<file path="config.mk">
export PLATFORM = sky130hd
export DESIGN_NAME = playfair_digraph_cipher
export DESIGN_NICKNAME = d
export VERILOG_FILES = /design/src/hdl/pfc_pkg.sv /design/src/hdl/pfc_cell_unit.sv /design/src/hdl/playfair_digraph_cipher.sv
export SDC_FILE = /design/constraint.sdc
export NUM_CORES = 1
export LEC_CHECK = 0
export BUFFER_PORTS_ARGS = -buffer_cell sky130_fd_sc_hd__buf_2
export CORE_UTILIZATION = 45
export DETAILED_ROUTE_END_ITERATION = 8
export SLEW_MARGIN = 20
export SYNTH_ARGS = -nofsm -noshare
export SYNTH_HDL_FRONTEND = slang
export SYNTH_HIERARCHICAL = 1
export SYNTH_SLANG_ARGS = --single-unit
</file>
<file path="constraint.sdc">
create_clock -name aclk -period 9.2 [get_ports aclk]
set_clock_uncertainty 0.05 [all_clocks]
set_input_delay 0.46 -clock aclk [delete_from_list [all_inputs] [get_ports aclk]]
set_output_delay 0.46 -clock aclk [all_outputs]
set_load 0.1 [all_outputs]
</file>
<file path="src/hdl/pfc_pkg.sv">
// ----------------------------------------------------------------------------
// pfc_pkg
// Shared types, letter codes and 5x5 square helpers for the digraph cipher.
// ----------------------------------------------------------------------------
package pfc_pkg;

    typedef logic [4:0] letter_t;
    typedef logic [4:0] cell_t;
    typedef logic [2:0] coord_t;

    localparam letter_t LETTER_I   = 5'd8;
    localparam letter_t LETTER_J   = 5'd9;
    localparam letter_t LETTER_X   = 5'd23;
    localparam letter_t LETTER_Z   = 5'd25;
    localparam letter_t LETTER_MAX = 5'd25;
    localparam cell_t   SQ_CELLS   = 5'd25;
    localparam coord_t  SQ_LAST    = 3'd4;

    typedef enum logic [1:0] {
        OP_KEY_LETTER  = 2'd0,
        OP_KEY_END     = 2'd1,
        OP_TEXT_LETTER = 2'd2,
        OP_TEXT_END    = 2'd3
    } opcode_t;

    // own cell and partner cell of one pair letter
    typedef struct packed {
        cell_t own;
        cell_t other;
    } pos_pair_t;

    function automatic letter_t fold_j(input letter_t ch);
        return (ch == LETTER_J) ? LETTER_I : ch;
    endfunction

    function automatic coord_t pos_row(input cell_t p);
        coord_t r;
        if (p >= 5'd20) begin
            r = 3'd4;
        end else if (p >= 5'd15) begin
            r = 3'd3;
        end else if (p >= 5'd10) begin
            r = 3'd2;
        end else if (p >= 5'd5) begin
            r = 3'd1;
        end else begin
            r = 3'd0;
        end
        return r;
    endfunction

    function automatic coord_t pos_col(input cell_t p);
        cell_t base;
        cell_t diff;
        base = {pos_row(p), 2'b00} + {2'b00, pos_row(p)};
        diff = p - base;
        return diff[2:0];
    endfunction

    function automatic coord_t inc5(input coord_t x);
        return (x == SQ_LAST) ? 3'd0 : x + 3'd1;
    endfunction

    function automatic coord_t dec5(input coord_t x);
        return (x == 3'd0) ? SQ_LAST : x - 3'd1;
    endfunction

endpackage

</file>
<file path="src/hdl/pfc_cell_unit.sv">
// ----------------------------------------------------------------------------
// pfc_cell_unit
// Shared cell-address unit: maps one pair letter's cell to its output cell.
// ----------------------------------------------------------------------------
module pfc_cell_unit (
    input  pfc_pkg::pos_pair_t pos_in,
    input  logic               decrypt,
    output pfc_pkg::cell_t     cell_addr
);
    import pfc_pkg::*;

    coord_t r_own, c_own, r_oth, c_oth;
    coord_t r_out, c_out;

    always_comb begin
        r_own = pos_row(pos_in.own);
        c_own = pos_col(pos_in.own);
        r_oth = pos_row(pos_in.other);
        c_oth = pos_col(pos_in.other);
        if (r_own == r_oth) begin
            r_out = r_own;
            c_out = decrypt ? dec5(c_own) : inc5(c_own);
        end else if (c_own == c_oth) begin
            r_out = decrypt ? dec5(r_own) : inc5(r_own);
            c_out = c_own;
        end else begin
            // rectangle: own row, partner column
            r_out = r_own;
            c_out = c_oth;
        end
    end

    assign cell_addr = {r_out, 2'b00} + {2'b00, r_out} + {2'b00, c_out};

endmodule

</file>
<file path="src/hdl/playfair_digraph_cipher.sv">
// A key letter or an unpaired text letter leaves s_tready high. A key end
// runs the fill sweep (one alphabet letter checked per cycle). A letter or
// text end that completes a pair holds off the next transfer until S_EMIT2,
// set by the single read port of the position and square tables and the one
// cell-address unit; the two results follow as the output drains.
// Reset (aresetn low, synchronous) clears mode, square build state and hold.
// ----------------------------------------------------------------------------
// playfair_digraph_cipher
// Builds a 5x5 key square from key letters and ciphers text letter pairs.
// ----------------------------------------------------------------------------
module playfair_digraph_cipher (
    input  logic       aclk,
    input  logic       aresetn,
    input  logic       cfg_we,
    input  logic       cfg_wdata,     // cipher_mode
    input  logic       s_tvalid,
    output logic       s_tready,
    input  logic [7:0] s_tdata,       // [4:0] letter
    input  logic [1:0] s_tuser,       // [1:0] opcode
    output logic       m_tvalid,
    input  logic       m_tready,
    output logic [7:0] m_tdata,       // [4:0] out_letter
    output logic       m_tlast        // pair_last
);
    import pfc_pkg::*;

    typedef enum logic [8:0] {
        S_IDLE  = 9'b000000001,
        S_FILL  = 9'b000000010,
        S_POS1  = 9'b000000100,
        S_POS2  = 9'b000001000,
        S_CALC1 = 9'b000010000,
        S_CALC2 = 9'b000100000,
        S_CELL  = 9'b001000000,
        S_EMIT1 = 9'b010000000,
        S_EMIT2 = 9'b100000000
    } state_t;

    state_t  state_reg, state_next;
    logic    mode_reg;
    logic    key_phase_reg, key_phase_next;
    cell_t   fill_index_reg, fill_index_next;
    letter_t fill_ch_reg, fill_ch_next;
    letter_t held_reg, held_next;
    logic    held_valid_reg, held_valid_next;
    letter_t first_reg, first_next;
    letter_t second_reg, second_next;
    logic    used_reg [26];

    letter_t square_mem [25];
    cell_t   pos_mem [26];
    cell_t   pos_rd_reg;
    letter_t sq_rd_reg;
    letter_t pos_raddr;
    cell_t   sq_raddr;

    cell_t   p1_reg, p2_reg;
    letter_t o1_reg, o2_reg;

    logic    m_tvalid_reg, m_tvalid_next;
    letter_t m_letter_reg, m_letter_next;
    logic    m_tlast_reg, m_tlast_next;
    logic    out_free;

    pos_pair_t unit_in;
    cell_t     unit_addr;

    logic    xfer_in;
    letter_t in_letter;
    logic    in_ok;
    logic    place_req;
    letter_t place_ch;
    logic    place_en;

    pfc_cell_unit u_cell (
        .pos_in    (unit_in),
        .decrypt   (mode_reg),
        .cell_addr (unit_addr)
    );

    assign s_tready  = (state_reg == S_IDLE);
    assign xfer_in   = s_tvalid && s_tready;
    assign in_letter = s_tdata[4:0];
    assign in_ok     = (in_letter <= LETTER_MAX);
    assign out_free  = !m_tvalid_reg || m_tready;

    assign m_tvalid = m_tvalid_reg;
    assign m_tdata  = {3'b000, m_letter_reg};
    assign m_tlast  = m_tlast_reg;

    // one letter placement per cycle, from a key letter or the fill sweep
    always_comb begin
        place_ch = (state_reg == S_FILL) ? fill_ch_reg : fold_j(in_letter);
        place_en = place_req && !used_reg[place_ch] && (fill_index_reg < SQ_CELLS);
    end

    always_comb begin
        pos_raddr = (state_reg == S_POS2) ? second_reg : first_reg;
        if (state_reg == S_CALC2) begin
            unit_in.own   = p2_reg;
            unit_in.other = p1_reg;
        end else begin
            unit_in.own   = p1_reg;
            unit_in.other = pos_rd_reg;
        end
        sq_raddr = unit_addr;
    end

    always_comb begin
        state_next      = state_reg;
        key_phase_next  = key_phase_reg;
        fill_index_next = fill_index_reg;
        fill_ch_next    = fill_ch_reg;
        held_next       = held_reg;
        held_valid_next = held_valid_reg;
        first_next      = first_reg;
        second_next     = second_reg;
        place_req       = 1'b0;
        m_tvalid_next   = m_tvalid_reg && !m_tready;
        m_letter_next   = m_letter_reg;
        m_tlast_next    = m_tlast_reg;

        case (state_reg)
            S_IDLE: begin
                if (xfer_in) begin
                    case (opcode_t'(s_tuser))
                        OP_KEY_LETTER: begin
                            place_req = !key_phase_reg && in_ok;
                        end
                        OP_KEY_END: begin
                            if (!key_phase_reg) begin
                                fill_ch_next = '0;
                                state_next   = S_FILL;
                            end
                        end
                        OP_TEXT_LETTER: begin
                            if (key_phase_reg && in_ok) begin
                                if (!held_valid_reg) begin
                                    held_next       = in_letter;
                                    held_valid_next = 1'b1;
                                end else if (!mode_reg && held_reg == in_letter) begin
                                    // doubled letter: pad with X, carry the second
                                    first_next  = fold_j(held_reg);
                                    second_next = LETTER_X;
                                    state_next  = S_POS1;
                                end else begin
                                    first_next      = fold_j(held_reg);
                                    second_next     = fold_j(in_letter);
                                    held_valid_next = 1'b0;
                                    state_next      = S_POS1;
                                end
                            end
                        end
                        OP_TEXT_END: begin
                            if (key_phase_reg && held_valid_reg) begin
                                first_next      = fold_j(held_reg);
                                second_next     = LETTER_Z;
                                held_valid_next = 1'b0;
                                state_next      = S_POS1;
                            end
                        end
                        default: begin
                            state_next = S_IDLE;
                        end
                    endcase
                end
            end
            S_FILL: begin
                place_req = (fill_ch_reg != LETTER_J);
                if (fill_ch_reg == LETTER_MAX) begin
                    key_phase_next = 1'b1;
                    state_next     = S_IDLE;
                end else begin
                    fill_ch_next = fill_ch_reg + 5'd1;
                end
            end
            S_POS1:  state_next = S_POS2;
            S_POS2:  state_next = S_CALC1;
            S_CALC1: state_next = S_CALC2;
            S_CALC2: state_next = S_CELL;
            S_CELL:  state_next = S_EMIT1;
            S_EMIT1: begin
                if (out_free) begin
                    m_tvalid_next = 1'b1;
                    m_letter_next = o1_reg;
                    m_tlast_next  = 1'b0;
                    state_next    = S_EMIT2;
                end
            end
            S_EMIT2: begin
                if (out_free) begin
                    m_tvalid_next = 1'b1;
                    m_letter_next = o2_reg;
                    m_tlast_next  = 1'b1;
                    state_next    = S_IDLE;
                end
            end
            default: begin
                state_next = S_IDLE;
            end
        endcase

        if (place_en) begin
            fill_index_next = fill_index_reg + 5'd1;
        end
    end

    always_ff @(posedge aclk) begin
        if (!aresetn) begin
            state_reg      <= S_IDLE;
            mode_reg       <= 1'b0;
            key_phase_reg  <= 1'b0;
            fill_index_reg <= '0;
            fill_ch_reg    <= '0;
            held_reg       <= '0;
            held_valid_reg <= 1'b0;
            m_tvalid_reg   <= 1'b0;
            for (int i = 0; i < 26; i++) begin
                used_reg[i] <= 1'b0;
            end
        end else begin
            state_reg      <= state_next;
            key_phase_reg  <= key_phase_next;
            fill_index_reg <= fill_index_next;
            fill_ch_reg    <= fill_ch_next;
            held_reg       <= held_next;
            held_valid_reg <= held_valid_next;
            m_tvalid_reg   <= m_tvalid_next;
            if (cfg_we) begin
                mode_reg <= cfg_wdata;
            end
            if (place_en) begin
                used_reg[place_ch] <= 1'b1;
            end
        end
    end

    // payload registers
    always_ff @(posedge aclk) begin
        first_reg    <= first_next;
        second_reg   <= second_next;
        m_letter_reg <= m_letter_next;
        m_tlast_reg  <= m_tlast_next;
        if (state_reg == S_POS2) begin
            p1_reg <= pos_rd_reg;
        end
        if (state_reg == S_CALC1) begin
            p2_reg <= pos_rd_reg;
        end
        if (state_reg == S_CALC2) begin
            o1_reg <= sq_rd_reg;
        end
        if (state_reg == S_CELL) begin
            o2_reg <= sq_rd_reg;
        end
    end

    // key square and letter position tables
    always_ff @(posedge aclk) begin
        if (place_en) begin
            square_mem[fill_index_reg] <= place_ch;
            pos_mem[place_ch]          <= fill_index_reg;
        end
        pos_rd_reg <= pos_mem[pos_raddr];
        sq_rd_reg  <= square_mem[sq_raddr];
    end

`ifndef SYNTHESIS
    a_key_phase_holds: assert property (@(posedge aclk) disable iff (!aresetn)
        !$fell(key_phase_reg))
        else $error("key square unlocked without reset");

    a_square_full: assert property (@(posedge aclk) disable iff (!aresetn)
        $rose(key_phase_reg) |-> fill_index_reg == SQ_CELLS)
        else $error("key square locked with empty cells");

    a_fill_bound: assert property (@(posedge aclk) disable iff (!aresetn)
        fill_index_reg <= SQ_CELLS)
        else $error("fill index past last cell");

    a_pair_order: assert property (@(posedge aclk) disable iff (!aresetn)
        (state_reg == S_EMIT2 && out_free) |=> m_tvalid_reg && m_tlast_reg)
        else $error("second pair letter not presented");
`endif

endmodule

</file>
Word level (Yosys, flattened, before mapping)
Memory sizes are Yosys's and may differ from the RTL's. A register that Yosys moved wholly into a read port is not among the register bits.
Index checks and enable logic that the tools add are counted.
Storage, ports and cells
  logic and storage cells: 178
  register bits: 64
  memories kept: 3
  RAM bits: 281
  output and inout bits: 11
Memory list
  pos_mem: words 26, width 5, read ports 1, clocked after memory_dff 1, wr ports 1, line playfair_digraph_cipher.sv:51  | cell_t pos_mem [26];
  square_mem: words 25, width 5, read ports 1, clocked after memory_dff 1, wr ports 1, line playfair_digraph_cipher.sv:50  | letter_t square_mem [25];
  used_reg: words 26, width 1, read ports 1, clocked after memory_dff 0, wr ports 26, line playfair_digraph_cipher.sv:48  | logic used_reg [26];
Operators by class
  bitwise gates (word level): 1
  add/subtract/negate cells: 12
  multiplexer cells: 71
  equal/unequal tests: 36
  magnitude comparators: 10
  reductions and logical operators: 29
Operators with widths (count)
  $mux W5: 18
  $pmux W9 S9: 1
  $mux W9: 8
  $mux W3: 16
  $pmux W5 S2: 4
  $pmux W9 S3: 1
  $ge A5 B4 Y1 const B: 4
  $mux W1: 19
  $reduce_and A5 Y1: 3
  $ne A2 B2 Y1 const B: 7
  $ne A3 B3 Y1 const B: 4
  $add A5 B1 Y5 const B: 2
  $add A5 B3 Y5: 2
  $eq A5 B4 Y1 const B: 2
  $ge A5 B3 Y1 const B: 2
  $ge A5 B5 Y1 const B: 2
  $mux W10: 1
  $eq A9 B1 Y1 const B: 1
  $eq A9 B2 Y1 const B: 1
  $eq A9 B3 Y1 const B: 1
  $eq A9 B4 Y1 const B: 1
  $eq A9 B5 Y1 const B: 1
  $eq A9 B6 Y1 const B: 1
  $eq A9 B7 Y1 const B: 1
  31 further kinds: 56

Longest topological paths before layout
  depth after elaboration: 14
  gate-level depth with buffers: 31
  gate-level depth less buffers: 27

Modules after synthesis
The synthesis kept the hierarchy.
Modules (own cells, without submodules)
  playfair_digraph_cipher: area each 15532.4 um2, cells an instance 1135, sequential area each 10139.7 um2, instances 1
  pfc_cell_unit: area each 830.8 um2, cells an instance 111, sequential area each 0.0 um2, instances 1

Worst setup path before layout
Ideal clock, no wire load.
  path kind: reg2reg
  start: reg state_reg[2]
  end: reg sq_rd_reg[0] (read register of square_mem)
  required time: 9.016 ns
  buffers on the path: 5
  stages on the path, launching flop included: 29
  arrival: 7.421 ns
  path slack: 1.594 ns
  setup time: 0.134 ns
  clock period less this slack: 7.606 ns
  path through: dfxtp_1 > clkbuf_1 > or4_1 > nor2_1 > and4b_1 > buf_1 > mux2_2 > buf_2 > nor2_1 > o21ai_0 > a2bb2oi_2 > inv_1 > ha_1 > inv_1 > ha_1 > nor2_1 > fa_1 > xnor2_2 > xnor2_1 > nand4_1 > mux2_2 > fa_1 > inv_1 > fa_1 > inv_1 > clkbuf_1 > clkbuf_1 > mux2_2 > mux4_2
RTL lines
  start, declared: line playfair_digraph_cipher.sv:39  | state_t state_reg, state_next;
  start signal, assigned: line playfair_digraph_cipher.sv:222  | state_reg <= state_next;
  end, declared: line playfair_digraph_cipher.sv:53  | letter_t sq_rd_reg;

==> flow_summary.rst <==
.. list-table::
   :header-rows: 1

   * - Metric
     - Value
   * - Layout-stage area growth over the synthesis result
     - 10.5%
   * - Largest net degree at the start of global routing
     - slightly below 70
   * - Clock tree from TritonCTS
     - built
   * - Number of buffers added for setup after CTS
     - 0
   * - Cell Area, Placed
     - between 15,000 and 20,000 sq um
   * - Pwr per Cell Area
     - 192 nW/um^2
   * - Internal cell power
     - about 2.7 mW
   * - Critical register-to-register path endpoint
     - sq_rd_reg[0]
   * - Clock latency at the later pin of the worst-skew pair
     - between 0.5 and 0.6 ns
   * - Register clock-pin slew on the reported worst setup and hold paths
     - 0.06 ns
   * - TritonCTS sink count
     - between 300 and 400
   * - Via count of the first global-routing pass
     - between 9k and 10k
   * - Final-stage net count
     - between 1k and 1.5k
   * - Horizontal die dimension
     - roughly 190 um
   * - Number of CTS-inserted buffers
     - 38
   * - Detailed placement HPWL
     - between 20 and 25 mm
   * - Outcome
     - finished with violations
   * - Area share of fa/ha/maj cells after synthesis
     - between 2 and 2.5%
   * - Ratio of cells with drive above 1 in the final layout
     - between 10% and 20%
   * - R2R cell count
     - 24
   * - Post-route fraction of the period consumed by the critical path
     - between 80% and 90%
   * - Final setup violation count
     - 0
   * - Dominant combinational cell family by area after synthesis
     - simple AND/OR/NAND/NOR gates
   * - Antenna violations before repair
     - 3
   * - Number of register bits inferred by synthesis
     - between 300 and 400
   * - DR DRC count
     - 4
   * - Sum of routed wire length over all layers
     - approximately 36 mm
   * - Design area
     - between 15,000 and 20,000 sq um
   * - Crit path time final
     - 8.13 ns
   * - Mapped cell area
     - roughly 16,000 sq um
   * - Class of the most critical hold timing path
     - in -> reg
   * - IO buf count
     - 20
   * - Post-route worst hold slack
     - approximately 0.16 ns
   * - Yosys cell types
     - 81
   * - Boundary pin count
     - 27
   * - Antenna Violating Nets Remaining
     - 0
   * - Clock root buffer
     - sky130_fd_sc_hd__clkbuf_16
   * - Fraction of the mapped netlist area in simple logic gates
     - 12.8%
   * - Critical path startpoint category
     - register
   * - Xor/xnor cell area share of the yosys netlist
     - 1.22%
   * - Unrepaired setup endpoints after global routing
     - false
   * - Multiplexer fraction of the synthesized cell area
     - approximately 11%
   * - Highest attainable clock frequency
     - about 0.12 GHz
   * - Global placement routability congestion
     - 0.834
   * - Post-synthesis area per instance
     - about 13 sq um
   * - Peak supply drop
     - about 0.00011 V
   * - Number of flip-flops under the largest register name
     - 130
   * - Number of detailed-routing iterations run before antenna repair
     - 7
   * - Clock tree buffer depth
     - 3
   * - Worst Hold Depth
     - 3
   * - Cell count after synthesis
     - between 1k and 1.5k
   * - Compound-Gate Fraction of Synth Area
     - ~7.6%
   * - Net switching power
     - 792 uW
   * - Share of total power in sequential cells
     - 51.5%
   * - Count of instances resized after the clock tree is built
     - 0
   * - Crit path max fanout
     - 20
   * - CP Data Arrival Time
     - 8.48 ns
   * - Hold buffers post-CTS
     - 0
   * - Hold Startpoint
     - cfg_wdata
   * - Required time of the critical path
     - roughly 9.6 ns
   * - Setup_tns
     - 0 ns
   * - Slack of the worst reg-to-reg path
     - ~1.1 ns
   * - Starting utilization of the core area
     - a little under half
   * - Starting DRC count in detailed routing
     - 828
   * - Switching share of total power
     - a little under a quarter
   * - Finished Core Util
     - 50.7%
   * - Mean routed wirelength per cell
     - a little over 20 um
   * - Critical R2R Launch
     - state_reg[0]
   * - Top layer reached by signal wires
     - met5
   * - Failing checks
     - DRC
   * - DR WL met2
     - around 16 mm
   * - Commonest non-fill, non-tap cell in the layout
     - sky130_fd_sc_hd__edfxtp_1
   * - Final hold viol count
     - 0
   * - Total count of max-transition violations in the final report
     - 0
   * - Async set-reset flop share out of synthesis
     - 0%
   * - Total routing resource utilization after global routing
     - between 20% and 30%
   * - Global route overflow
     - 0
   * - EDFF count, synth
     - 291
   * - Die Ht
     - 193 um
   * - Routed vias/inst
     - between 5 and 6
   * - Top_reg_cell synth
     - sky130_fd_sc_hd__edfxtp_1
   * - Worst Hold Path EP
     - mode_reg
   * - Met3 layer wire length in the routed design
     - 1.96 mm
   * - Number of fillers in the final layout
     - about 3.1k
   * - Number of max-cap violations
     - 0
   * - Die area
     - 37,100 sq um
   * - Share of power burned in combinational logic
     - 6.9%
   * - Reported leakage power
     - about 6.5 nW
   * - Slew at the pin with the worst max-slew slack
     - ~1.1 ns
   * - Startpoint-to-endpoint class of the critical path
     - reg -> reg
   * - Highest-count cells in the layout ignoring fill and taps
     - sky130_fd_sc_hd__edfxtp_1 (291), sky130_fd_sc_hd__nand2_1 (173), sky130_fd_sc_hd__dfxtp_1 (70)
   * - Endpoint kind of the worst setup timing path
     - register
   * - Clock group share of total power
     - about two fifths
   * - First-pass GRT wire length
     - about 56 mm
   * - Overall via count from detail_route
     - approximately 10k
   * - Standard cell core area
     - 35,700 sq um
   * - Synthesis Warnings
     - 6
   * - Htree depth
     - 2
   * - Std-Cell Rows
     - 69
   * - Routed metal-1 wirelength
     - between 15 and 20 mm
   * - Sequential cell area fraction in the yosys report
     - around three fifths
   * - Max-slew headroom
     - a little over a quarter
==> cells in the mapped netlist (4+ instances only) <==
| library cell | n | area share (%) |
|---|---|---|
| sky130_fd_sc_hd__inv_1 | 31 | 0.71 |
| sky130_fd_sc_hd__a21o_1 | 4 | 0.18 |
| sky130_fd_sc_hd__nor3b_1 | 14 | 0.64 |
| sky130_fd_sc_hd__nand3_1 | 22 | 0.67 |
| sky130_fd_sc_hd__mux2i_1 | 47 | 2.9 |
| sky130_fd_sc_hd__buf_1 | 8 | 0.18 |
| sky130_fd_sc_hd__nor4b_1 | 7 | 0.37 |
| sky130_fd_sc_hd__mux2_2 | 51 | 3.5 |
| sky130_fd_sc_hd__nand2b_1 | 19 | 0.73 |
| sky130_fd_sc_hd__xor2_1 | 10 | 0.54 |
| sky130_fd_sc_hd__and2_1 | 6 | 0.23 |
| sky130_fd_sc_hd__edfxtp_1 | 291 | 53 |
| sky130_fd_sc_hd__buf_2 | 9 | 0.28 |
| sky130_fd_sc_hd__and4_1 | 9 | 0.48 |
| sky130_fd_sc_hd__mux4_2 | 35 | 4.8 |
| sky130_fd_sc_hd__a22oi_1 | 7 | 0.32 |
| sky130_fd_sc_hd__nand2_1 | 173 | 4.0 |
| sky130_fd_sc_hd__and3_1 | 36 | 1.4 |
| sky130_fd_sc_hd__o21ai_1 | 6 | 0.18 |
| sky130_fd_sc_hd__a222oi_1 | 4 | 0.24 |
| sky130_fd_sc_hd__o31ai_1 | 19 | 0.87 |
| sky130_fd_sc_hd__nor2b_1 | 19 | 0.73 |
| sky130_fd_sc_hd__dfxtp_1 | 70 | 8.6 |
| sky130_fd_sc_hd__nor2_1 | 47 | 1.1 |
| sky130_fd_sc_hd__nand4_1 | 9 | 0.34 |
| sky130_fd_sc_hd__ha_1 | 21 | 1.6 |
| sky130_fd_sc_hd__a21oi_1 | 29 | 0.89 |
| sky130_fd_sc_hd__a31oi_1 | 12 | 0.46 |
| sky130_fd_sc_hd__buf_6 | 8 | 0.55 |
| sky130_fd_sc_hd__o21ai_0 | 59 | 1.8 |
| sky130_fd_sc_hd__nor3_1 | 16 | 0.49 |
| sky130_fd_sc_hd__clkbuf_1 | 48 | 1.1 |
| sky130_fd_sc_hd__fa_1 | 4 | 0.49 |
| sky130_fd_sc_hd__nand3b_1 | 5 | 0.23 |
| sky130_fd_sc_hd__xnor2_1 | 11 | 0.59 |
| sky130_fd_sc_hd__a32oi_1 | 5 | 0.27 |
==> routing by layer <==
metal | GRT usage, % | up-vias
met5 | 0 | -
met4 | 5.18 | 2
met3 | 3.53 | 47
met2 | 30.2 | 241
met1 | 29.8 | 4998
li1 | - | 4742
==> cell type report <==
type                    count  area [sq um]  area share (%)
inverters                  33           124           0.685
clock inverters            18           121           0.671
multi-input cells         778          5780            32.0
well taps                 461           577            3.19
repair buffers             44           280            1.55
flip-flops and latches    361         10100            56.1
clock buffers              51          1050            5.81
diodes                      4          10.0          0.0554
==> stage by stage <==
stage          total power [mW]  setup slack (ns)  cells
2_1_floorplan              2.00              1.59   1248
3_3_place_gp               2.06              1.11   1677
3_5_place_dp               2.06              1.08   1677
4_1_cts                    3.51              1.02   1746
5_1_grt                    3.59             0.535   1746
6_report                   3.48              1.07   1750
==> critical path, cell delays in order, from the launching register on <==
cell	delay, ns
sky130_fd_sc_hd__dfxtp_1	0.37
sky130_fd_sc_hd__or4_1	0.60
sky130_fd_sc_hd__nor2_1	0.15
sky130_fd_sc_hd__and4b_1	0.55
sky130_fd_sc_hd__buf_4	0.25
sky130_fd_sc_hd__mux2_2	0.41
sky130_fd_sc_hd__a21oi_1	0.19
sky130_fd_sc_hd__a2bb2oi_2	0.26
sky130_fd_sc_hd__inv_1	0.07
sky130_fd_sc_hd__ha_1	0.30
sky130_fd_sc_hd__inv_1	0.04
sky130_fd_sc_hd__ha_1	0.17
sky130_fd_sc_hd__nor2_1	0.13
sky130_fd_sc_hd__fa_1	0.52
sky130_fd_sc_hd__ha_1	0.29
sky130_fd_sc_hd__or3_1	0.38
sky130_fd_sc_hd__a31oi_1	0.20
sky130_fd_sc_hd__o21ai_1	0.09
sky130_fd_sc_hd__fa_1	0.54
sky130_fd_sc_hd__inv_1	0.07
sky130_fd_sc_hd__fa_1	0.47
sky130_fd_sc_hd__inv_1	0.69
sky130_fd_sc_hd__mux4_2	0.45
sky130_fd_sc_hd__mux2_2	0.29
sky130_fd_sc_hd__mux4_2	0.44
==> how the worst max path moves through the flow <==
stage	from	to	slack, ns
6_report	state_reg[0]	sq_rd_reg[0]	1.07
5_1_grt	state_reg[0]	sq_rd_reg[0]	0.54
4_1_cts	state_reg[0]	sq_rd_reg[0]	1.02
3_5_place_dp	state_reg[0]	sq_rd_reg[0]	1.08
3_3_place_gp	state_reg[0]	sq_rd_reg[0]	1.11
2_1_floorplan	state_reg[2]	sq_rd_reg[0]	1.59
==> cells by family after synthesis <==
kind of cell | count (synthesis)
AO/OA/AOI/OAI | 188
XOR/XNOR | 22
adder cells (fa/ha/maj) | 25
buffers and inverters | 109
flip-flops | 361
multiplexers | 134
other | 1
AND/OR/NAND/NOR | 406
==> power by group through the flow <==
stage,sequential [mW],combinational (mW),clock [mW]
after floorplan,1.82,0.176,0
after global placement,1.82,0.237,0
after detailed placement,1.82,0.239,0
after CTS,1.79,0.240,1.48
after global routing,1.79,0.260,1.54
final,1.79,0.241,1.45
No activity file was read; power rests on OpenSTA's default activity.
